$ cat src/hdl/frgcd_pkg.sv
// Package for the fraction reducer: default width and sequencer states.
// No dependencies.
`timescale 1ns / 1ps

package frgcd_pkg;

	localparam int VALUE_WIDTH_DEF = 32;

	typedef enum logic [2:0] {
		ST_IDLE,
		ST_STEP,
		ST_MOD,
		ST_QTOP,
		ST_QBOT,
		ST_FINISH
	} frgcd_state_t;

endpackage

$ cat src/hdl/fraction_reduce_gcd_core.sv
// Fraction reducer top level: sequencer, operand registers and output register.
// Depends on frgcd_pkg and frgcd_div.
//
// Usage: a request on the input channel (in_valid, in_stall, top_value,
// bottom_value) carries a signed fraction. The block returns it in lowest
// terms on the output channel (out_valid, out_stall, reduced_top,
// reduced_bottom): sign on the numerator, denominator non-negative, 0/1 for
// a zero numerator (also for 0/0), and +1/0 or -1/0 for a zero denominator.
// One request is in work at a time; in_stall stays high from acceptance
// until the result moves into the output register.
// Every Euclid remainder step and each of the two final divisions runs on
// the one shared divider; k, the number of remainder steps, is data
// dependent, from 0 up to about 1.44 * VALUE_WIDTH, and a zero numerator
// goes to the output register with no division. The next request can be
// taken in the cycle after the result is registered. The divider works
// out one quotient bit per cycle.
// A finished result waits in the output register while out_stall is high,
// and the next request is accepted and worked on meanwhile.
// Reset (arst_n low) drops any request in work and the pending result.
`timescale 1ns / 1ps

module fraction_reduce_gcd_core #(
	parameter int VALUE_WIDTH = frgcd_pkg::VALUE_WIDTH_DEF
) (
	input  logic                          clk,
	input  logic                          arst_n,
	input  logic                          in_valid,
	output logic                          in_stall,
	input  logic signed [VALUE_WIDTH-1:0] top_value,
	input  logic signed [VALUE_WIDTH-1:0] bottom_value,
	output logic                          out_valid,
	input  logic                          out_stall,
	output logic signed [VALUE_WIDTH-1:0] reduced_top,
	output logic        [VALUE_WIDTH-2:0] reduced_bottom
);

	localparam logic [VALUE_WIDTH-1:0] LIMIT = {1'b0, {(VALUE_WIDTH-1){1'b1}}};
	localparam logic [VALUE_WIDTH-1:0] ONE   = {{(VALUE_WIDTH-1){1'b0}}, 1'b1};

	frgcd_pkg::frgcd_state_t state_q, state_d;

	// Working registers
	logic [VALUE_WIDTH-1:0] a_q, b_q;
	logic [VALUE_WIDTH-1:0] top_mag_q, bot_mag_q;
	logic [VALUE_WIDTH-1:0] g_q;
	logic [VALUE_WIDTH-1:0] qn_q, qd_q;
	logic                   neg_q;
	logic                   zero_q;
	logic                   sel_a_q;

	// Output register
	logic                          out_valid_q;
	logic signed [VALUE_WIDTH-1:0] reduced_top_q;
	logic        [VALUE_WIDTH-2:0] reduced_bottom_q;

	// Divider hookup
	logic                   div_start;
	logic [VALUE_WIDTH-1:0] div_dividend, div_divisor;
	logic                   div_done;
	logic [VALUE_WIDTH-1:0] div_quo, div_rem;

	logic                   in_take;
	logic                   out_load;
	logic                   a_gt_b;
	logic [VALUE_WIDTH-1:0] top_mag_in, bot_mag_in;
	logic [VALUE_WIDTH-1:0] qn_sat, qd_sat;

	frgcd_div #(
		.VALUE_WIDTH(VALUE_WIDTH)
	) u_div (
		.clk      (clk),
		.arst_n   (arst_n),
		.start    (div_start),
		.dividend (div_dividend),
		.divisor  (div_divisor),
		.done     (div_done),
		.quotient (div_quo),
		.remainder(div_rem)
	);

	// Accept only while the sequencer is idle
	assign in_stall = (state_q != frgcd_pkg::ST_IDLE);
	assign in_take  = in_valid && !in_stall;

	// Magnitudes of the incoming fraction; the most negative value maps to 2^(W-1)
	assign top_mag_in = top_value[VALUE_WIDTH-1] ? (~$unsigned(top_value) + ONE)
		: $unsigned(top_value);
	assign bot_mag_in = bottom_value[VALUE_WIDTH-1] ? (~$unsigned(bottom_value) + ONE)
		: $unsigned(bottom_value);

	assign a_gt_b = (a_q > b_q);

	// The output register takes a result when empty or being emptied this cycle
	assign out_load = (state_q == frgcd_pkg::ST_FINISH) && (!out_valid_q || !out_stall);

	always_ff @(posedge clk or negedge arst_n) begin
		if (!arst_n) begin
			state_q <= frgcd_pkg::ST_IDLE;
		end else begin
			state_q <= state_d;
		end
	end

	// Next state and divider requests
	always_comb begin
		state_d      = state_q;
		div_start    = 1'b0;
		div_dividend = a_q;
		div_divisor  = b_q;
		unique case (state_q)
			frgcd_pkg::ST_IDLE: begin
				if (in_take) begin
					state_d = frgcd_pkg::ST_STEP;
				end
			end
			frgcd_pkg::ST_STEP: begin
				if (a_q != '0 && b_q != '0) begin
					// Replace the larger value by its remainder modulo the smaller
					div_start    = 1'b1;
					div_dividend = a_gt_b ? a_q : b_q;
					div_divisor  = a_gt_b ? b_q : a_q;
					state_d      = frgcd_pkg::ST_MOD;
				end else if ((a_q | b_q) == '0 || top_mag_q == '0) begin
					state_d = frgcd_pkg::ST_FINISH;
				end else begin
					div_start    = 1'b1;
					div_dividend = top_mag_q;
					div_divisor  = a_q | b_q;
					state_d      = frgcd_pkg::ST_QTOP;
				end
			end
			frgcd_pkg::ST_MOD: begin
				if (div_done) begin
					state_d = frgcd_pkg::ST_STEP;
				end
			end
			frgcd_pkg::ST_QTOP: begin
				if (div_done) begin
					div_start    = 1'b1;
					div_dividend = bot_mag_q;
					div_divisor  = g_q;
					state_d      = frgcd_pkg::ST_QBOT;
				end
			end
			frgcd_pkg::ST_QBOT: begin
				if (div_done) begin
					state_d = frgcd_pkg::ST_FINISH;
				end
			end
			frgcd_pkg::ST_FINISH: begin
				if (out_load) begin
					state_d = frgcd_pkg::ST_IDLE;
				end
			end
			default: begin
				state_d = frgcd_pkg::ST_IDLE;
			end
		endcase
	end

	// Datapath registers; no reset needed
	always_ff @(posedge clk) begin
		if (in_take) begin
			a_q       <= top_mag_in;
			b_q       <= bot_mag_in;
			top_mag_q <= top_mag_in;
			bot_mag_q <= bot_mag_in;
			neg_q     <= top_value[VALUE_WIDTH-1] ^ bottom_value[VALUE_WIDTH-1];
		end
		if (state_q == frgcd_pkg::ST_STEP) begin
			sel_a_q <= a_gt_b;
			g_q     <= a_q | b_q;
			zero_q  <= ((a_q | b_q) == '0) || (top_mag_q == '0);
		end
		if (state_q == frgcd_pkg::ST_MOD && div_done) begin
			if (sel_a_q) begin
				a_q <= div_rem;
			end else begin
				b_q <= div_rem;
			end
		end
		if (state_q == frgcd_pkg::ST_QTOP && div_done) begin
			qn_q <= div_quo;
		end
		if (state_q == frgcd_pkg::ST_QBOT && div_done) begin
			qd_q <= div_quo;
		end
	end

	// Saturate magnitudes that do not fit the signed range
	assign qn_sat = (qn_q > LIMIT) ? LIMIT : qn_q;
	assign qd_sat = (qd_q > LIMIT) ? LIMIT : qd_q;

	always_ff @(posedge clk or negedge arst_n) begin
		if (!arst_n) begin
			out_valid_q <= 1'b0;
		end else if (out_load) begin
			out_valid_q <= 1'b1;
		end else if (!out_stall) begin
			out_valid_q <= 1'b0;
		end
	end

	always_ff @(posedge clk) begin
		if (out_load) begin
			if (zero_q) begin
				reduced_top_q    <= '0;
				reduced_bottom_q <= ONE[VALUE_WIDTH-2:0];
			end else begin
				reduced_top_q    <= neg_q ? $signed(~qn_q + ONE) : $signed(qn_sat);
				reduced_bottom_q <= qd_sat[VALUE_WIDTH-2:0];
			end
		end
	end

	assign out_valid      = out_valid_q;
	assign reduced_top    = reduced_top_q;
	assign reduced_bottom = reduced_bottom_q;

endmodule

$ cat src/hdl/frgcd_div.sv
// Shared radix-2 restoring divider, one quotient bit per cycle.
// Depends on frgcd_pkg for the default width.
`timescale 1ns / 1ps

module frgcd_div #(
	parameter int VALUE_WIDTH = frgcd_pkg::VALUE_WIDTH_DEF
) (
	input  logic                   clk,
	input  logic                   arst_n,
	input  logic                   start,
	input  logic [VALUE_WIDTH-1:0] dividend,
	input  logic [VALUE_WIDTH-1:0] divisor,
	output logic                   done,
	output logic [VALUE_WIDTH-1:0] quotient,
	output logic [VALUE_WIDTH-1:0] remainder
);

	localparam int CW = $clog2(VALUE_WIDTH + 1);

	logic                   busy_q;
	logic                   done_q;
	logic [CW-1:0]          cnt_q;
	logic [VALUE_WIDTH-1:0] rem_q;
	logic [VALUE_WIDTH-1:0] quo_q;
	logic [VALUE_WIDTH-1:0] dsr_q;
	logic [VALUE_WIDTH:0]   shifted;
	logic [VALUE_WIDTH:0]   trial;
	logic                   qbit;
	logic [VALUE_WIDTH-1:0] rem_next;

	// Trial subtract; no borrow means the quotient bit is one.
	assign shifted  = {rem_q, quo_q[VALUE_WIDTH-1]};
	assign trial    = shifted - {1'b0, dsr_q};
	assign qbit     = ~trial[VALUE_WIDTH];
	assign rem_next = qbit ? trial[VALUE_WIDTH-1:0] : shifted[VALUE_WIDTH-1:0];

	always_ff @(posedge clk or negedge arst_n) begin
		if (!arst_n) begin
			busy_q <= 1'b0;
			done_q <= 1'b0;
			cnt_q  <= '0;
		end else begin
			done_q <= 1'b0;
			if (start) begin
				busy_q <= 1'b1;
				cnt_q  <= CW'(VALUE_WIDTH);
			end else if (busy_q) begin
				cnt_q <= cnt_q - CW'(1);
				if (cnt_q == CW'(1)) begin
					busy_q <= 1'b0;
					done_q <= 1'b1;
				end
			end
		end
	end

	always_ff @(posedge clk) begin
		if (start) begin
			rem_q <= '0;
			quo_q <= dividend;
			dsr_q <= divisor;
		end else if (busy_q) begin
			rem_q <= rem_next;
			quo_q <= {quo_q[VALUE_WIDTH-2:0], qbit};
		end
	end

	assign done      = done_q;
	assign quotient  = quo_q;
	assign remainder = rem_q;

endmodule

$ cat config.mk
export PLATFORM = sky130hd
export DESIGN_NAME = fraction_reduce_gcd_core
export DESIGN_NICKNAME = d
export VERILOG_FILES = /design/src/hdl/frgcd_pkg.sv /design/src/hdl/fraction_reduce_gcd_core.sv /design/src/hdl/frgcd_div.sv
export SDC_FILE = /design/constraint.sdc
export NUM_CORES = 1
export LEC_CHECK = 0
export ABC_AREA = 1
export BUFFER_PORTS_ARGS = -buffer_cell sky130_fd_sc_hd__buf_2
export CAP_MARGIN = 20
export CORE_ASPECT_RATIO = 0.6
export CORE_MARGIN = 1.5
export CORE_UTILIZATION = 23
export CTS_CLUSTER_DIAMETER = 30
export DETAILED_ROUTE_END_ITERATION = 12
export PLACE_DENSITY = 0.4
export RECOVER_POWER = 50
export SLEW_MARGIN = 5
export SYNTH_ARGS = -nofsm -noshare
export SYNTH_HDL_FRONTEND = slang
export SYNTH_HIERARCHICAL = 1
export SYNTH_SLANG_ARGS = --single-unit
$ cat constraint.sdc
create_clock -name clk -period 7.69 [get_ports clk]
set_clock_uncertainty 0.1 [all_clocks]
set_input_delay 0 -clock clk [delete_from_list [all_inputs] [get_ports clk]]
set_output_delay 0 -clock clk [all_outputs]
set_load 0.01 [all_outputs]
==> results of run 1 <==
layer usage:
| layer | track usage, % | wire length [um] | vias to the layer above |
|---|---|---|---|
| met2 | 21.0 | 34900 | 857 |
| met4 | 3.54 | 1600 | 0 |
| li1 | - | - | 11500 |
| met5 | 0 | 0 | - |
| met1 | 30.5 | 56200 | 11300 |
| met3 | 5.82 | 10400 | 90 |
kinds of logic (layout without fill, tap and decap cells):
group           count (synthesis)  after routing
buf+inv                       701            951
xor+xnor                       63             63
flops                         398            398
simple gates                 1853           1853
other cells                     0              1
fa+ha+maj                     102            102
compound gates                342            342
power by group through the flow:
stage	registers [uW]	logic, uW	clock network (uW)
floorplan	3570	4820	0
global placement	3790	7000	0
detailed placement	3790	6970	0
CTS	3760	7050	3590
global route	3830	8010	3690
finish	3750	7120	3530
placed cells by master, fill, tap and decap left out, types with 5 or more instances in the layout:
cell type / n
a21oi_1: 80
inv_8: 5
a31oi_1: 33
nand4_1: 51
clkinv_1: 8
nor4_1: 9
nor3_1: 40
inv_1: 553
nand2_2: 7
nand3_1: 365
ha_1: 101
clkinvlp_4: 5
nor2_2: 8
o21ai_0: 191
o22ai_1: 7
dfrtp_1: 12
buf_2: 63
nor2_1: 271
xor2_1: 40
edfxtp_1: 290
dlygate4sd3_1: 91
clkinv_4: 8
and2_1: 10
bufinv_16: 11
o211ai_1: 7
clkbuf_1: 81
clkbuf_16: 77
inv_6: 10
o21ai_1: 5
o21bai_1: 7
buf_4: 25
xnor2_1: 20
dfxtp_1: 96
or2_2: 10
nand2_1: 1052
metrics by stage:
stage / std cells / worst slack (ns) / total power, uW / hold WS (ns) / util [%]
after floorplan: 3459 / 2.96 / 8380 / -0.396 / -
after global placement: 4905 / 3.02 / 10800 / -0.182 / 25.4
after detailed placement: 4906 / 2.93 / 10800 / -0.188 / 25.4
after CTS: 5130 / 2.88 / 14400 / 0.0133 / 28.7
after global routing: 5135 / 2.03 / 15500 / 0.0705 / 28.5
final: 5135 / 2.43 / 14400 / 0.0487 / 28.5
sequential cells by signal, summed over array words and instances, names as in the netlist:
| signal | flops |
|---|---|
| u_div/remainder | 32 |
| reduced_top | 32 |
| top_mag_q | 32 |
| qd_q | 32 |
| sel_a_q | 1 |
| bot_mag_q | 32 |
| u_div/quotient | 32 |
| qn_q | 32 |
| u_div/dsr_q | 32 |
| a_q | 32 |
| reduced_bottom | 31 |
| neg_q | 1 |
| u_div/busy_q | 1 |
| b_q | 32 |
| g_q | 32 |
| out_valid | 1 |
| zero_q | 1 |
| state_q | 3 |
| u_div/cnt_q | 6 |
| u_div/done | 1 |
worst reg2reg max path: cells and delay by family (launching register included):
kind / cells / cell delay [ns]
flip-flops: 1 / 0.42
AO/OA/AOI/OAI: 1 / 0.14
AND/OR/NAND/NOR: 3 / 0.64
buffers and inverters: 5 / 3.55
cell type report:
type                            count  area [um^2]
Sequential cell                   398        10900
Inverter                          561         2110
Clock buffer                       85         1980
Clock inverter                     49          677
Tap cell                         1425         1780
Multi-Input combinational cell   2360        11600
Fill cell                       11900        77200
Timing Repair Buffer              256         1740
Antenna cell                        1         2.50
how the worst max path moves through the flow:
stage               startpoint            endpoint  slack (ns)  cells past startpoint
CTS                    a_q[21]  u_div/quotient[18]        2.88                     14
global route        state_q[2]  u_div/quotient[18]        2.03                      9
finish              state_q[2]  u_div/quotient[18]        2.43                      9
floorplan           state_q[2]   u_div/quotient[0]        2.96                      6
global placement       a_q[21]   u_div/quotient[0]        3.02                     14
detailed placement     a_q[21]   u_div/quotient[0]        2.93                     14
repair_timing:
action | CTS | global route
hold endpoints to repair | 154 | 1
hold buffers | 90 | 1
resized for setup | 0 | 0
==> metrics, run 1 <==
routed vias=23700; ranking of synthesized cells by area=edfxtp_1 (35%), nand2_1 (16%), inv_1 (8.2%); mux share of post-synthesis cell area=0%; most instantiated cells after synthesis=nand2_1 (1056), inv_1 (553), nand3_1 (366); warnings from Yosys=6; drt pass-1 iters=5; # rows=93; first-pass GRT wire length=150000 um; Mean Syn Cell Area=7.29 um^2; clock power share=24.5%; initial antenna violation count=5; Finished Cell Area=0.0308 mm^2; worst hold stages=4; WP buf/inv=5; synthesized area=0.0252 mm^2; vias in the first global route=21400; CTS tree=built; most common cell in the netlist=nand2_1; Adder-Cell Fraction of Synth Area=5.09%; Max IR drop VDD=0.000261 V; RSZ-0062 raised after global routing=no; layout cells sized above 1=7.25%; outcome=finished, violations left; Final Wtd Congestion=0.885; GRT Overall Usage=18.2%; maximum fanout along the worst path=70; Synthesized Nets=3629; switch share=47.2%; Final min period=5.26 ns; XOR/XNOR Fraction of Synth Area=2.25%; Comb pwr share=49.4%; die height=259 um; I/O pin total=133; number of enable flip-flop cells after synthesis=290; FF-to-FF End=u_div/quotient[18]; TritonCTS buffer count=72; crit path cell chain=nor3_1 -> clkbuf_1 -> nand2_1 -> o21ai_4 -> buf_4 -> nor2_2 -> buf_4 -> inv_1 -> buf_4; Final period util=68.4%; clk slew on worst S/H paths=0.05 ns; Switch Pwr=6790 uW; flop-to-flop setup slack=2.43 ns; synth unique cells=56; Post-CTS Repair Setup Buffers=0; vias per inst=4.62; RR Startpoint=state_q[2]; largest area contributor in the netlist=edfxtp_1; Primary FF master, synth=edfxtp_1; CTS Buffer Depth=3; Final nets=3819; sequential share of the synthesized area=43.4%; Hold Startpoint=out_stall; Final Max Slew Viols=142; initial core utilization=23.3%; Core Footprint=0.108 mm^2; per-cell routed wire length=20.1 um; Setup CP Type=register to register; Port Buffer Count=132; Cells after Synth=3459; delay-heaviest family, CP=buffers and inverters; Worst Path Required=7.84 ns; area share of the largest cell type after synthesis=34.5%; CTS Sinks=398; Reg2Reg Depth=9; H-tree depth=3; critical path startpoint category=register; die area=0.112 mm^2; Overflow after GRT=0; Final ANT Viol Nets=0; final wirelength=103000 um; post-synthesis compound-gate area fraction=7.35%; hpwl dp=76200 um; dpl cell area=0.0274 mm^2; largest net degree at the start of global routing=108; Seq pwr share=26.0%; hold endpoint=out_valid; Int Pwr=7610 uW; most frequent CP cell=buf_4; critical path's largest stage delay=1.87 ns; power density over the cells=468 mW/mm^2; die width=430 um; ys async rst share=3.02%; Worst EP arrival=5.41 ns; largest family of logic cells by synthesized area=simple AND/OR/NAND/NOR gates; Critical Path Slowest Stage Cell=clkbuf_1; P&R area growth vs syn=22.1%; Max Cap Viol=5; drt drc=0; final setup fails=0; final hold vios=0; clk_lat worst skew=0.65 ns; measured slew at the worst slew-check pin=2.63 ns; Iter 0 DRT Violations=2457; failing checks=max-capacitance violations, max-slew violations; leakage=0.0139 uW; register bit total from synthesis=398; Worst Setup End Kind=register; Worst Hold Class=input pin to register; Max Clk Rate=190 MHz; Synth Area in Simple Gates=31.1%; Root Buffer=clkbuf_16; Slew headroom=-75.1%; Total Neg Setup Slack=0 ns
Power figures use the tool's default switching activity.
==> run 2, diff against run 1 <==
PLACE_DENSITY = 0.41   (was 0.4)
clock period = 4.65 ns   (was 7.69 ns; I/O delays follow)
==> run 2 against run 1 <==
  * The run still ends with max-capacitance violations, max-slew violations left
  * Cell area increased by 0.18%
  * Wire length decreased by 0.51%
  * Die area unchanged
  * Largest cell class unchanged
  * Largest power group unchanged
  * Highest routed layer unchanged
==> metrics, run 2 (synthesized netlist as in run 1, its figures left out) <==
outcome=finished, violations left; failing checks=max-capacitance violations, max-slew violations; largest net degree at the start of global routing=152; Worst Hold Class=input pin to register; first-pass GRT wire length=149000 um; power density over the cells=761 mW/mm^2; hold buffers post-CTS=101; Root Buffer=clkbuf_16; Final Max Slew Viols=262; clk slew on worst S/H paths=0.06 ns; vias in the first global route=21600; H-tree depth=3; die width=430 um; Worst EP arrival=4.30 ns; Max Clk Rate=248 MHz; Final ANT Viol Nets=0; Setup CP Type=input pin to register; P&R area growth vs syn=22.4%; layout cells sized above 1=7.41%; RR Startpoint=state_q[2]; vias per inst=4.62; Final period util=86.6%; final hold vios=0; TritonCTS buffer count=70; RSZ-0062 raised after global routing=no; CTS tree=built; Post-CTS Repair Setup Buffers=0; Slew headroom=-58.4%; Final nets=3837; critical path startpoint category=input pin; Port Buffer Count=132; hpwl dp=74400 um; dpl cell area=0.0275 mm^2; drt drc=0; per-cell routed wire length=19.9 um; CTS Buffer Depth=3; Iter 0 DRT Violations=2927; CTS Sinks=398; Max Cap Viol=6; Final Wtd Congestion=0.888; leakage=0.0139 uW; initial antenna violation count=5; die height=259 um; worst setup path startpoint=bottom_value[31]; Overflow after GRT=0; initial core utilization=23.3%; routed vias=23800; Worst Setup End Kind=register; GRT Overall Usage=18.0%; final wirelength=103000 um; final setup fails=0; Hold Startpoint=bottom_value[0]; Finished Cell Area=0.0308 mm^2; flop-to-flop setup slack=0.69 ns; commonest cells after routing, fill and taps aside=nand2_1 (1052), inv_1 (552), nand3_1 (365); Final min period=4.02 ns; Total Neg Setup Slack=0 ns; Core Footprint=0.108 mm^2; PostCTS Resize Cnt=0; clk_lat worst skew=0.63 ns; Max IR drop VDD=0.000350 V; Reg2Reg Depth=7; maximum fanout along the worst path=27; most common cell after layout, fill and taps aside=nand2_1; measured slew at the worst slew-check pin=2.38 ns; I/O pin total=133; # rows=93; drt pass-1 iters=5; worst hold stages=2; die area=0.112 mm^2; Worst Path Required=4.93 ns
## run 2: changes by cell type in the layout (fill, tap and decap cells not counted), sizes merged
cell	before	now
inv	571	566
buf	90	99
diode	1	2
bufinv	11	6
dlygate4sd3	91	101
clkinv	23	27
clkinvlp	5	7
## run 2: power breakdown
part	switching, uW	total, uW	leakage, uW	internal (uW)
Combinational	8210	11800	0.00905	3610
Clock	2040	5420	0.00118	3380
Sequential	856	6230	0.00366	5380
## run 2: routing by layer
metal | wire length (um) | GRT usage (%) | share of wire (%) | up-vias
met5 | 0 | 0 | 0 | -
met4 | 1550 | 3.71 | 1.5 | 0
met3 | 10500 | 5.76 | 10 | 101
met2 | 35000 | 21.1 | 34 | 874
met1 | 55600 | 29.9 | 54 | 11300
li1 | - | - | - | 11500
## run 2: cell type report
class | count | area, um^2
antenna | 2 | 5.00
tap | 1425 | 1780
clock buffer | 84 | 1940
clock inverter | 45 | 517
fill | 11900 | 77100
multi-input combinational | 2360 | 11600
timing repair buffer | 276 | 1990
sequential | 398 | 10900
inverter | 561 | 2110
## run 2: through the flow
| stage | instances | power [uW] | hold WS (ns) | setup WS, ns | utilization [%] |
|---|---|---|---|---|---|
| floorplan | 3459 | 13900 | -0.396 | 0.328 | - |
| global placement | 4916 | 17900 | -0.199 | 0.860 | 25.5 |
| detailed placement | 4916 | 17900 | -0.203 | 0.878 | 25.5 |
| CTS | 5146 | 23500 | 0.0118 | 0.856 | 28.7 |
| global route | 5150 | 25300 | 0.101 | 0.451 | 28.6 |
| finish | 5151 | 23500 | 0.104 | 0.625 | 28.6 |
## run 2: worst max-delay path, cell delays in order
cell and delay (ns):
dlygate4sd3_1 0.53, clkbuf_1 1.25, inv_1 0.88, o211ai_1 0.40, dlygate4sd3_1 0.62, nand2_1 0.06, dlygate4sd3_1 0.55
## run 2: path summary, 6_finish.rpt
| path | endpoint |
|---|---|
| worst max-delay path | bot_mag_q[25] |
| worst min-delay path | bot_mag_q[0] |
| worst max register to register | a_q[22] |
| worst min register to register | b_q[22] |
| max in group asynchronous | u_div/cnt_q[5] |
| min in group asynchronous | u_div/cnt_q[1] |
